### src/assert_macros.svh
// ============================================================================
// Assertion macros
// Concurrent assertion wrappers shared by the RTL; empty in synthesis.
// ============================================================================
`ifndef ASSERT_MACROS_SVH
`define ASSERT_MACROS_SVH
`ifndef SYNTHESIS
// Same-cycle implication: when ante holds, cons holds on the same edge.
`define ASSERT_IMP(label, clk, rst_n, ante, cons) \
    label: assert property (@(posedge clk) disable iff (!(rst_n)) (ante) |-> (cons)) \
        else $error("assertion failed");
// Next-cycle implication: when ante holds, cons holds on the following edge.
`define ASSERT_NXT(label, clk, rst_n, ante, cons) \
    label: assert property (@(posedge clk) disable iff (!(rst_n)) (ante) |=> (cons)) \
        else $error("assertion failed");
`else
`define ASSERT_IMP(label, clk, rst_n, ante, cons)
`define ASSERT_NXT(label, clk, rst_n, ante, cons)
`endif
`endif

### src/tstl_pkg.sv
// ============================================================================
// tstl_pkg
// Types, codes and helpers of the text symbol table lookup.
// ============================================================================
package tstl_pkg;

    typedef enum logic [2:0] {
        PH_IDLE = 3'd0,
        PH_ADDR = 3'd1,
        PH_SIZE = 3'd2,
        PH_COPY = 3'd3,
        PH_SKIP = 3'd4
    } t_phase;

    typedef enum logic [1:0] {
        KIND_NAME      = 2'd0,
        KIND_FOUND     = 2'd1,
        KIND_NOT_FOUND = 2'd2
    } t_kind;

    localparam logic [7:0] CHAR_SPACE   = 8'h20;
    localparam logic [7:0] CHAR_NEWLINE = 8'h0A;

    // Result queue geometry.
    localparam int OUT_DEPTH = 4;
    localparam int PTR_W     = 2;
    localparam int CNT_W     = 3;

    typedef struct packed {
        t_kind       kind;
        logic [7:0]  name_byte;
        logic [31:0] base_address;
        logic        last_result;
    } t_out_item;

    // Up to two results per table byte, pushed in order.
    typedef struct packed {
        logic [1:0] cnt;
        t_out_item  item0;
        t_out_item  item1;
    } t_push;

    // Hex digit value; any other byte counts as zero.
    function automatic logic [3:0] digit_value(input logic [7:0] c);
        logic [7:0] d;
        begin
            d = 8'd0;
            if (c >= 8'h30 && c <= 8'h39) begin
                d = c - 8'h30;
            end else if (c >= 8'h41 && c <= 8'h46) begin
                d = c - 8'h37;
            end else if (c >= 8'h61 && c <= 8'h66) begin
                d = c - 8'h57;
            end
            return d[3:0];
        end
    endfunction

endpackage

### src/tstl_if.sv
// ============================================================================
// tstl_in_if / tstl_out_if
// Valid/ready channels of the text symbol table lookup.
// ============================================================================
interface tstl_in_if;
    logic        valid;
    logic        ready;
    logic        cmd;
    logic [31:0] query_address;
    logic [8:0]  name_limit;
    logic [7:0]  table_byte;
    logic        last_byte;

    modport source (output valid, cmd, query_address, name_limit, table_byte, last_byte,
                    input ready);
    modport sink   (input valid, cmd, query_address, name_limit, table_byte, last_byte,
                    output ready);
endinterface

interface tstl_out_if;
    logic        valid;
    logic        ready;
    logic [1:0]  kind;
    logic [7:0]  name_byte;
    logic [31:0] base_address;
    logic        last_result;

    modport source (output valid, kind, name_byte, base_address, last_result,
                    input ready);
    modport sink   (input valid, kind, name_byte, base_address, last_result,
                    output ready);
endinterface

### src/tstl_out_fifo.sv
// ============================================================================
// tstl_out_fifo
// Four-entry result queue: up to two pushes and one pop per cycle.
// ============================================================================
`include "assert_macros.svh"

module tstl_out_fifo (
    input  logic                          i_clk,
    input  logic                          i_rst_n,
    input  tstl_pkg::t_push               i_push,
    output logic [tstl_pkg::CNT_W-1:0]    o_count,
    tstl_out_if.source                    o_out
);
    import tstl_pkg::*;

    t_out_item        mem [OUT_DEPTH];
    logic [PTR_W-1:0] r_wr, n_wr;
    logic [PTR_W-1:0] r_rd, n_rd;
    logic [CNT_W-1:0] r_count, n_count;
    logic             pop;

    assign pop = o_out.valid && o_out.ready;

    always_comb begin
        n_wr    = r_wr + PTR_W'(i_push.cnt);
        n_rd    = r_rd + PTR_W'(pop);
        n_count = r_count + CNT_W'(i_push.cnt) - CNT_W'(pop);
    end

    always_ff @(posedge i_clk) begin
        if (i_push.cnt != 2'd0) begin
            mem[r_wr] <= i_push.item0;
        end
        if (i_push.cnt == 2'd2) begin
            mem[r_wr + PTR_W'(1)] <= i_push.item1;
        end
    end

    always_ff @(posedge i_clk) begin
        if (!i_rst_n) begin
            r_wr    <= '0;
            r_rd    <= '0;
            r_count <= '0;
        end else begin
            r_wr    <= n_wr;
            r_rd    <= n_rd;
            r_count <= n_count;
        end
    end

    assign o_count            = r_count;
    assign o_out.valid        = (r_count != '0);
    assign o_out.kind         = mem[r_rd].kind;
    assign o_out.name_byte    = mem[r_rd].name_byte;
    assign o_out.base_address = mem[r_rd].base_address;
    assign o_out.last_result  = mem[r_rd].last_result;

    `ASSERT_IMP(a_no_overflow, i_clk, i_rst_n, 1'b1, r_count <= CNT_W'(OUT_DEPTH))
    `ASSERT_IMP(a_push_fits, i_clk, i_rst_n, 1'b1, (r_count + CNT_W'(i_push.cnt)) <= CNT_W'(OUT_DEPTH))
    `ASSERT_IMP(a_ptr_gap, i_clk, i_rst_n, r_count != CNT_W'(OUT_DEPTH), PTR_W'(r_wr - r_rd) == r_count[PTR_W-1:0])

endmodule

### src/text_symbol_table_lookup.sv
// ============================================================================
// text_symbol_table_lookup
// Looks up an address in a text symbol table streamed one byte per transfer.
// ============================================================================
//
//  channel  direction  payload                                          role
//  i_in     sink       cmd, query_address, name_limit, table_byte,      start / table byte
//                      last_byte
//  o_out    source     kind, name_byte, base_address, last_result       name byte / verdict
//
//  One input transfer per cycle while the queue has room: a transfer lands in the
//  input register and is then evaluated by a single shift-add or add-compare step.
//  Results (zero, one or two per transfer) go into a four-entry queue; the held
//  transfer is evaluated only while the queue holds two entries or fewer.
//  Reset is synchronous, active low; the block comes out idle with no query.
//  A stalled output drops i_in.ready, while a transfer is held, once the queue holds three results or more.
//
`include "assert_macros.svh"

module text_symbol_table_lookup #(
    parameter int MAX_NAME_BYTES = 256
) (
    input  logic       i_clk,
    input  logic       i_rst_n,
    tstl_in_if.sink    i_in,
    tstl_out_if.source o_out
);
    import tstl_pkg::*;

    // Copied-byte counter and limit-minus-one share this width.
    localparam int CW = $clog2(MAX_NAME_BYTES);

    // Input register.
    logic        r_in_valid;
    logic        r_cmd;
    logic [31:0] r_query_in;
    logic [8:0]  r_limit_in;
    logic [7:0]  r_byte;
    logic        r_last;

    // Scan state.
    t_phase      r_phase, n_phase;
    logic [31:0] r_addr, n_addr;
    logic [31:0] r_size, n_size;
    logic [31:0] r_query, n_query;
    logic [CW-1:0] r_lim_m1, n_lim_m1;
    logic [CW-1:0] r_copied, n_copied;

    logic                process;
    logic [CNT_W-1:0]    q_count;
    t_push               push;
    logic                verdict_push;

    logic        is_space;
    logic        is_newline;
    logic [3:0]  digit;
    logic [31:0] span_end;
    logic        hit;
    logic        copy_done;
    logic [31:0] lim_m1_full;
    t_out_item   found_item;
    t_out_item   miss_item;
    t_out_item   name_item;

    // Evaluate the held transfer only when the queue can take two results.
    assign process    = r_in_valid && (q_count <= CNT_W'(OUT_DEPTH - 2));
    assign i_in.ready = !r_in_valid || process;

    always_ff @(posedge i_clk) begin
        if (!i_rst_n) begin
            r_in_valid <= 1'b0;
        end else if (i_in.ready) begin
            r_in_valid <= i_in.valid;
        end
    end

    always_ff @(posedge i_clk) begin
        if (i_in.valid && i_in.ready) begin
            r_cmd      <= i_in.cmd;
            r_query_in <= i_in.query_address;
            r_limit_in <= i_in.name_limit;
            r_byte     <= i_in.table_byte;
            r_last     <= i_in.last_byte;
        end
    end

    // Shared decode of the held byte.
    assign is_space   = (r_byte == CHAR_SPACE);
    assign is_newline = (r_byte == CHAR_NEWLINE);
    assign digit      = digit_value(r_byte);
    assign span_end   = r_addr + r_size;
    assign hit        = (r_query >= r_addr) && (r_query < span_end);
    assign copy_done  = ({1'b0, r_copied} + (CW + 1)'(1)) >= {1'b0, r_lim_m1};

    // Clamp the name limit to 1..MAX_NAME_BYTES, stored as limit minus one.
    always_comb begin
        lim_m1_full = (r_limit_in == 9'd0) ? 32'd0 : ({23'd0, r_limit_in} - 32'd1);
        if (lim_m1_full > 32'(MAX_NAME_BYTES - 1)) begin
            lim_m1_full = 32'(MAX_NAME_BYTES - 1);
        end
    end

    // Next state.
    always_comb begin
        n_phase  = r_phase;
        n_addr   = r_addr;
        n_size   = r_size;
        n_query  = r_query;
        n_lim_m1 = r_lim_m1;
        n_copied = r_copied;
        if (!r_cmd) begin
            n_query  = r_query_in;
            n_lim_m1 = lim_m1_full[CW-1:0];
            n_addr   = '0;
            n_size   = '0;
            n_copied = '0;
            n_phase  = PH_ADDR;
        end else if (r_phase != PH_IDLE) begin
            unique case (r_phase)
                PH_ADDR: begin
                    if (is_space) begin
                        n_size  = '0;
                        n_phase = PH_SIZE;
                    end else begin
                        // Low nibble is zero after the shift, so OR adds the digit.
                        n_addr = {r_addr[27:0], digit};
                    end
                end
                PH_SIZE: begin
                    if (is_space) begin
                        if (hit) begin
                            n_copied = '0;
                            n_phase  = (r_lim_m1 == '0) ? PH_IDLE : PH_COPY;
                        end else begin
                            n_phase = PH_SKIP;
                        end
                    end else begin
                        n_size = {r_size[28:0], 3'b000} + {r_size[30:0], 1'b0}
                                 + {28'd0, digit};
                    end
                end
                PH_SKIP: begin
                    if (is_newline) begin
                        n_addr  = '0;
                        n_size  = '0;
                        n_phase = PH_ADDR;
                    end
                end
                PH_COPY: begin
                    if (is_newline) begin
                        n_phase = PH_IDLE;
                    end else begin
                        n_copied = r_copied + CW'(1);
                        if (copy_done) begin
                            n_phase = PH_IDLE;
                        end
                    end
                end
                default: n_phase = PH_IDLE;
            endcase
            // End of table closes any query still open.
            if (r_last) begin
                n_phase = PH_IDLE;
            end
        end
    end

    // Result items.
    assign found_item = '{kind: KIND_FOUND, name_byte: 8'd0, base_address: r_addr,
                          last_result: 1'b1};
    assign miss_item  = '{kind: KIND_NOT_FOUND, name_byte: 8'd0, base_address: 32'd0,
                          last_result: 1'b1};
    assign name_item  = '{kind: KIND_NAME, name_byte: r_byte, base_address: 32'd0,
                          last_result: 1'b0};

    always_comb begin
        push.cnt   = 2'd0;
        push.item0 = found_item;
        push.item1 = found_item;
        if (process && r_cmd && r_phase != PH_IDLE) begin
            unique case (r_phase)
                PH_ADDR, PH_SKIP: begin
                    if (r_last) begin
                        push.cnt   = 2'd1;
                        push.item0 = miss_item;
                    end
                end
                PH_SIZE: begin
                    if (is_space && hit) begin
                        // A limit of one reports at once; otherwise a closing table
                        // still reports found since copying had begun.
                        if (r_lim_m1 == '0 || r_last) begin
                            push.cnt = 2'd1;
                        end
                    end else if (r_last) begin
                        push.cnt   = 2'd1;
                        push.item0 = miss_item;
                    end
                end
                PH_COPY: begin
                    if (is_newline) begin
                        push.cnt = 2'd1;
                    end else begin
                        push.item0 = name_item;
                        push.cnt   = (copy_done || r_last) ? 2'd2 : 2'd1;
                    end
                end
                default: push.cnt = 2'd0;
            endcase
        end
    end

    // A closing verdict sits in the last slot that this cycle pushes.
    assign verdict_push = (push.cnt == 2'd1 && push.item0.last_result)
                          || (push.cnt == 2'd2 && push.item1.last_result);

    always_ff @(posedge i_clk) begin
        if (!i_rst_n) begin
            r_phase  <= PH_IDLE;
            r_addr   <= '0;
            r_size   <= '0;
            r_query  <= '0;
            r_lim_m1 <= '0;
            r_copied <= '0;
        end else if (process) begin
            r_phase  <= n_phase;
            r_addr   <= n_addr;
            r_size   <= n_size;
            r_query  <= n_query;
            r_lim_m1 <= n_lim_m1;
            r_copied <= n_copied;
        end
    end

    tstl_out_fifo u_out_fifo (
        .i_clk   (i_clk),
        .i_rst_n (i_rst_n),
        .i_push  (push),
        .o_count (q_count),
        .o_out   (o_out)
    );

    // Copying always stops before the counter reaches the limit.
    `ASSERT_IMP(a_copy_bound, i_clk, i_rst_n, r_phase == PH_COPY, r_copied < r_lim_m1)
    // A closing verdict leaves the scan idle.
    `ASSERT_NXT(a_verdict_idle, i_clk, i_rst_n, verdict_push, r_phase == PH_IDLE)
    // Results come only from byte transfers of a running query.
    `ASSERT_IMP(a_push_source, i_clk, i_rst_n, push.cnt != 2'd0, process && r_cmd && r_phase != PH_IDLE)

endmodule
### src/flat_wrapper.sv
// flat-port wrapper written by rule: the top's interface ports become plain ports
module text_symbol_table_lookup_flat import tstl_pkg::*;
#(
    parameter int MAX_NAME_BYTES = 256
)
  (i_clk, i_rst_n, i_in_valid, i_in_cmd, i_in_query_address, i_in_name_limit, i_in_table_byte, i_in_last_byte, i_in_ready, o_out_valid, o_out_kind, o_out_name_byte, o_out_base_address, o_out_last_result, o_out_ready);
  tstl_in_if i_in_i ();
  tstl_out_if o_out_i ();
  input  logic i_clk;
  input  logic i_rst_n;
  input wire logic [$bits(i_in_i.valid)-1:0] i_in_valid;
  input wire logic [$bits(i_in_i.cmd)-1:0] i_in_cmd;
  input wire logic [$bits(i_in_i.query_address)-1:0] i_in_query_address;
  input wire logic [$bits(i_in_i.name_limit)-1:0] i_in_name_limit;
  input wire logic [$bits(i_in_i.table_byte)-1:0] i_in_table_byte;
  input wire logic [$bits(i_in_i.last_byte)-1:0] i_in_last_byte;
  output wire logic [$bits(i_in_i.ready)-1:0] i_in_ready;
  output wire logic [$bits(o_out_i.valid)-1:0] o_out_valid;
  output wire logic [$bits(o_out_i.kind)-1:0] o_out_kind;
  output wire logic [$bits(o_out_i.name_byte)-1:0] o_out_name_byte;
  output wire logic [$bits(o_out_i.base_address)-1:0] o_out_base_address;
  output wire logic [$bits(o_out_i.last_result)-1:0] o_out_last_result;
  input wire logic [$bits(o_out_i.ready)-1:0] o_out_ready;
  assign i_in_i.valid = i_in_valid;
  assign i_in_i.cmd = i_in_cmd;
  assign i_in_i.query_address = i_in_query_address;
  assign i_in_i.name_limit = i_in_name_limit;
  assign i_in_i.table_byte = i_in_table_byte;
  assign i_in_i.last_byte = i_in_last_byte;
  assign i_in_ready = i_in_i.ready;
  assign o_out_valid = o_out_i.valid;
  assign o_out_kind = o_out_i.kind;
  assign o_out_name_byte = o_out_i.name_byte;
  assign o_out_base_address = o_out_i.base_address;
  assign o_out_last_result = o_out_i.last_result;
  assign o_out_i.ready = o_out_ready;
  text_symbol_table_lookup #(.MAX_NAME_BYTES(MAX_NAME_BYTES)) u_core (.i_clk(i_clk), .i_rst_n(i_rst_n), .i_in(i_in_i), .o_out(o_out_i));
endmodule
### config.mk
export PLATFORM = sky130hd
export DESIGN_NAME = text_symbol_table_lookup_flat
export DESIGN_NICKNAME = d
export VERILOG_FILES = /design/src/tstl_pkg.sv /design/src/tstl_if.sv /design/src/tstl_out_fifo.sv /design/src/text_symbol_table_lookup.sv /design/src/flat_wrapper.sv
export VERILOG_INCLUDE_DIRS = /design/src /design/src/src
export SDC_FILE = /design/constraint.sdc
export NUM_CORES = 1
export LEC_CHECK = 0
export ABC_AREA = 1
export BUFFER_PORTS_ARGS = -buffer_cell sky130_fd_sc_hd__buf_2
export CORE_ASPECT_RATIO = 0.8
export CORE_MARGIN = 1
export CORE_UTILIZATION = 60
export DETAILED_ROUTE_END_ITERATION = 10
export GPL_TIMING_DRIVEN = 0
export MAX_ROUTING_LAYER = met4
export PLACE_DENSITY_LB_ADDON = 0.2
export SLEW_MARGIN = 30
export SYNTH_ARGS = -nofsm -noshare
export SYNTH_HDL_FRONTEND = slang
export SYNTH_HIERARCHICAL = 1
export SYNTH_SLANG_ARGS = --single-unit
### constraint.sdc
create_clock -name i_clk -period 8 [get_ports i_clk]
set_input_delay 1.6 -clock i_clk [delete_from_list [all_inputs] [get_ports i_clk]]
set_output_delay 1.6 -clock i_clk [all_outputs]
set_load 0.01 [all_outputs]
==> flow_results.org <==
** Timing
- Final worst-path cycle share :: 0.837
- Based on the critical path, the design can be clocked at up to 149 MHz.
- Slew Limit Headroom :: 0.361
- Worst clock skew :: 0.0263 ns
- Setup total negative slack on the finished layout was measured at 0 ns.
- Crit path time final :: 6.69 ns
- Total setup violations reported at the end of the flow :: 0
- Fin. max-slew vios :: 0
- Final Hold Viols :: 0
- For the pin with the worst max-slew slack, the measured transition is 0.958 ns.
- Setup repair after global routing left no endpoint under its margin.

** Synth
- Top cells by area in the synthesized netlist :: sky130_fd_sc_hd__edfxtp_1 32%, sky130_fd_sc_hd__dfxtp_1 12%, sky130_fd_sc_hd__ha_1 10%
- Leading area contributor after synthesis :: sky130_fd_sc_hd__edfxtp_1
- After technology mapping, the gate count stands at 2,555.
- Of all flip-flops after synthesis, the portion carrying an async set or reset was 0.
- The share of synthesized area in the top cell type comes to 0.321.
- In this run, distinct cell masters in the synthesized netlist total 56.
- Post-Synthesis Mean Instance Area :: 8.15 µm²
- Total of flip-flops plus latches after synthesis :: 346
- Cell Area, Synth :: 0.0208 mm²
- Yosys printed 6 warnings.
- Predominant post-synthesis flop cell :: sky130_fd_sc_hd__edfxtp_1
- The share of the Yosys chip area taken by registers is 0.440.
- The synthesized design contains 223 enable-type register cells.

** Place
- Once detailed placement completed, the half-perimeter wirelength came to 46.4 mm.
- At the end of routability-driven placement, the weighted congestion stood at 1.00.
- Total of buffers placed on input and output ports :: 99
- Placed inst area :: 0.0222 mm²

** Outcome
- The flow ran to the end, and the final reports show no timing, DRC or antenna violations.

** Power and ir drop
- Switching pwr :: 0.00127 W
- Of the total power, registers draw 0.448.
- Pleak :: 9.39 nW
- Across the VDD grid, the largest voltage drop is 0.000191 V.
- PwrDens :: 191 mW/mm²
- Of the total power, the share spent switching nets is 0.287.
- Clk pwr share :: 0.377
- Total design power :: 0.00445 W
- Part of the total power dissipated in combinational logic :: 0.175
- Internal Dissipation :: 0.00317 W

** Clock tree
- TritonCTS created 36 clock buffers.
- Number of clock sinks :: 346
- Clock tree synthesis selected as its root buffer the cell sky130_fd_sc_hd__clkbuf_16.
- The number of gates resized after CTS was 0.
- Hold bufs inserted after CTS :: 0
- The H-tree was split into 2 levels.
- After clock tree synthesis, the clock-pin slew on the worst setup and hold paths is 0.07 ns.
- Max Root-Sink Buffers :: 3
- TritonCTS built the clock tree.
- The later pin in the worst-skew pair is clocked with a latency of 0.55 ns.
- Once the clock tree was built, the setup fixing pass inserted 0 buffers.

** Floorplanning
- The die is 210 µm wide.
- Count of pins on the block boundary :: 100
- For this configuration, the core starts out at a cell density of 0.614.
- After floorplanning, the core was divided into 60 placement rows.
- Die Y-Extent :: 169 µm
- Floorplan core area :: 0.0339 mm²
- Area enclosed by the die boundary :: 0.0355 mm²

** Route
- Detailed-routing iteration count for the pre-antenna-repair pass :: 6
- Detailed-route wire length :: 61.8 mm
- In this run, the number of DRC markers left after iteration 0 of detailed routing was 2,216.
- Remaining antenna violation count :: 0
- Residual DRC :: 0
- Per-cell via count in the routed design :: 5.98
- Dividing the detail-routed wire length by the instance count gives 19.3 µm.
- Summing over every cut layer, the via total after detailed routing is 19,100.

** GRT
- Grt total ovfl :: 0
- The number of antenna violations at the first check in global routing came to 0.
- Largest net degree at the start of global routing :: 39
- Number of global-route vias before repair :: 18,000
- The first global-routing pass estimated 95.9 mm of wire.
- GRT Total Usage :: 0.357

** Final layout
- Layout Area Growth over Synthesis :: 12.0%
- Fillers :: 2,708
- Share of cells above drive strength 1 :: 0.0968
- The finished cells cover 0.0233 mm².
- Leaving out fill and tap cells, the most frequent cell in the layout is sky130_fd_sc_hd__nand2_1.
- Area occupied by multi-input gates :: 0.0104 mm²
- Net count, final :: 2,940
- The top cell types in the final layout, fill and taps aside, are 547 x sky130_fd_sc_hd__nand2_1, 271 x sky130_fd_sc_hd__nor2_1, 240 x sky130_fd_sc_hd__o21ai_0.
- Ant. Diodes :: 0
- Summing all flip-flop and latch instances after layout gives 0.00916 mm².

** Worst setup path
- Start-to-end type of the worst setup path :: flip-flop to flip-flop
- Startpoint kind of the worst setup timing path :: flip-flop
- Worst setup EP type :: flip-flop
- The largest individual stage delay along the critical path comes from the cell sky130_fd_sc_hd__dfxtp_1.
- At the worst endpoint, the required time is 8.30 ns.
- Cell repeated most along the worst path :: sky130_fd_sc_hd__nand2_1
- CP peak stage delay :: 0.58 ns
- WP data arrival :: 6.99 ns
- In this run the worst path has a maximum fanout of 11.

** Flow run
- The tool flagged a number of max-cap violations equal to 0.

** Hold path
- Worst hold-check path type :: flip-flop to flip-flop
[path summary, 6_finish.rpt]
check                                           start  cells past startpoint  slack (ns)                           to
worst min-delay path            u_core/r_query_in[18]                      2        0.47           u_core/r_query[18]
worst max register to register       u_core/r_addr[0]                     31        1.31  u_core/u_out_fifo/mem[3][6]
worst min register to register  u_core/r_query_in[18]                      2        0.47           u_core/r_query[18]
worst max-delay path                 u_core/r_addr[0]                     31        1.31  u_core/u_out_fifo/mem[3][6]
[cell usage after synthesis, types with 5 or more instances]
cell type                  number
sky130_fd_sc_hd__a21o_1        12
sky130_fd_sc_hd__nor3_1        19
sky130_fd_sc_hd__nand3_1       57
sky130_fd_sc_hd__o21bai_1       5
sky130_fd_sc_hd__buf_2         20
sky130_fd_sc_hd__ha_1         170
sky130_fd_sc_hd__a31oi_1        9
sky130_fd_sc_hd__o21a_1         9
sky130_fd_sc_hd__buf_4         10
sky130_fd_sc_hd__o22ai_1       43
sky130_fd_sc_hd__inv_2         16
sky130_fd_sc_hd__or2_2          5
sky130_fd_sc_hd__nor2_1       273
sky130_fd_sc_hd__o21ai_0      241
sky130_fd_sc_hd__a21oi_1      222
sky130_fd_sc_hd__clkbuf_1      58
sky130_fd_sc_hd__dfxtp_1      123
sky130_fd_sc_hd__buf_6         11
sky130_fd_sc_hd__nand2_1      550
sky130_fd_sc_hd__xor2_1        24
sky130_fd_sc_hd__inv_1        214
sky130_fd_sc_hd__edfxtp_1     223
sky130_fd_sc_hd__nand4_1       20
sky130_fd_sc_hd__nand3b_1      13
sky130_fd_sc_hd__xnor2_1       22
sky130_fd_sc_hd__o21ai_1      114
sky130_fd_sc_hd__o21ai_2        8
sky130_fd_sc_hd__a21oi_2       10
sky130_fd_sc_hd__a221oi_1       6
[power by group through the flow]
stage / clock network [W] / registers [W] / logic (W)
finish: 0.00168 / 0.00199 / 0.000780
global route: 0.00176 / 0.00199 / 0.000860
CTS: 0.00169 / 0.00199 / 0.000762
detailed placement: 0 / 0.00203 / 0.000757
global placement: 0 / 0.00203 / 0.000726
floorplan: 0 / 0.00201 / 0.000480
[per-stage QoR]
stage / hold WS, ns / setup WS, ns / cells / utilization
after floorplan: 0.447 / 0.739 / 2564 / -
after global placement: 0.458 / -2.96 / 3128 / 0.647
after detailed placement: 0.460 / 1.60 / 3138 / 0.653
after CTS: 0.474 / 1.54 / 3203 / 0.688
after global routing: 0.501 / 1.10 / 3203 / 0.688
final: 0.475 / 1.31 / 3203 / 0.688
[layout make-up]
type                       count  share of cell area
multi-input combinational   1885               0.444
buffer                       101              0.0225
timing repair buffer         109              0.0291
tap                          465              0.0249
clock buffer                  55              0.0452
clock inverter                10             0.00472
sequential                   346               0.392
inverter                     232              0.0374
[registers in the layout (all words and copies together), names as in the netlist]
register,cells
u_core/r_in_valid,1
u_core/r_lim_m1,8
u_core/r_phase,3
u_core/r_cmd,1
u_core/r_addr,32
u_core/u_out_fifo/o_count,3
u_core/r_byte,8
u_core/r_copied,8
u_core/r_last,1
u_core/r_query_in,32
u_core/u_out_fifo/mem,172
u_core/r_query,32
u_core/u_out_fifo/r_rd,2
u_core/r_size,32
u_core/r_limit_in,9
u_core/u_out_fifo/r_wr,2
[cells by family after synthesis]
| family | share of synthesized area |
|---|---|
| AOI/OAI and AO/OA | 0.180 |
| xor gates and xnor gates | 0.0193 |
| adders and majority gates | 0.106 |
| buffers and inverters | 0.0671 |
| DFF | 0.440 |
| other | 0.000360 |
| and+or+nand+nor | 0.187 |
[metal layers]
layer,track usage,wire [µm]
met1,0.496,26300
met2,0.537,26800
met3,0.0553,6960
met4,0.117,1790
met5,-,0
[worst max-delay path, delay by kind of cell, from the launching register on]
kind	cells	cell delay [ns]
AOI/OAI and AO/OA	8	2.30
adders and majority gates	3	0.95
buffers and inverters	6	1.13
DFF	1	0.58
and+or+nand+nor	14	1.45
Power figures use the tool's default switching activity.
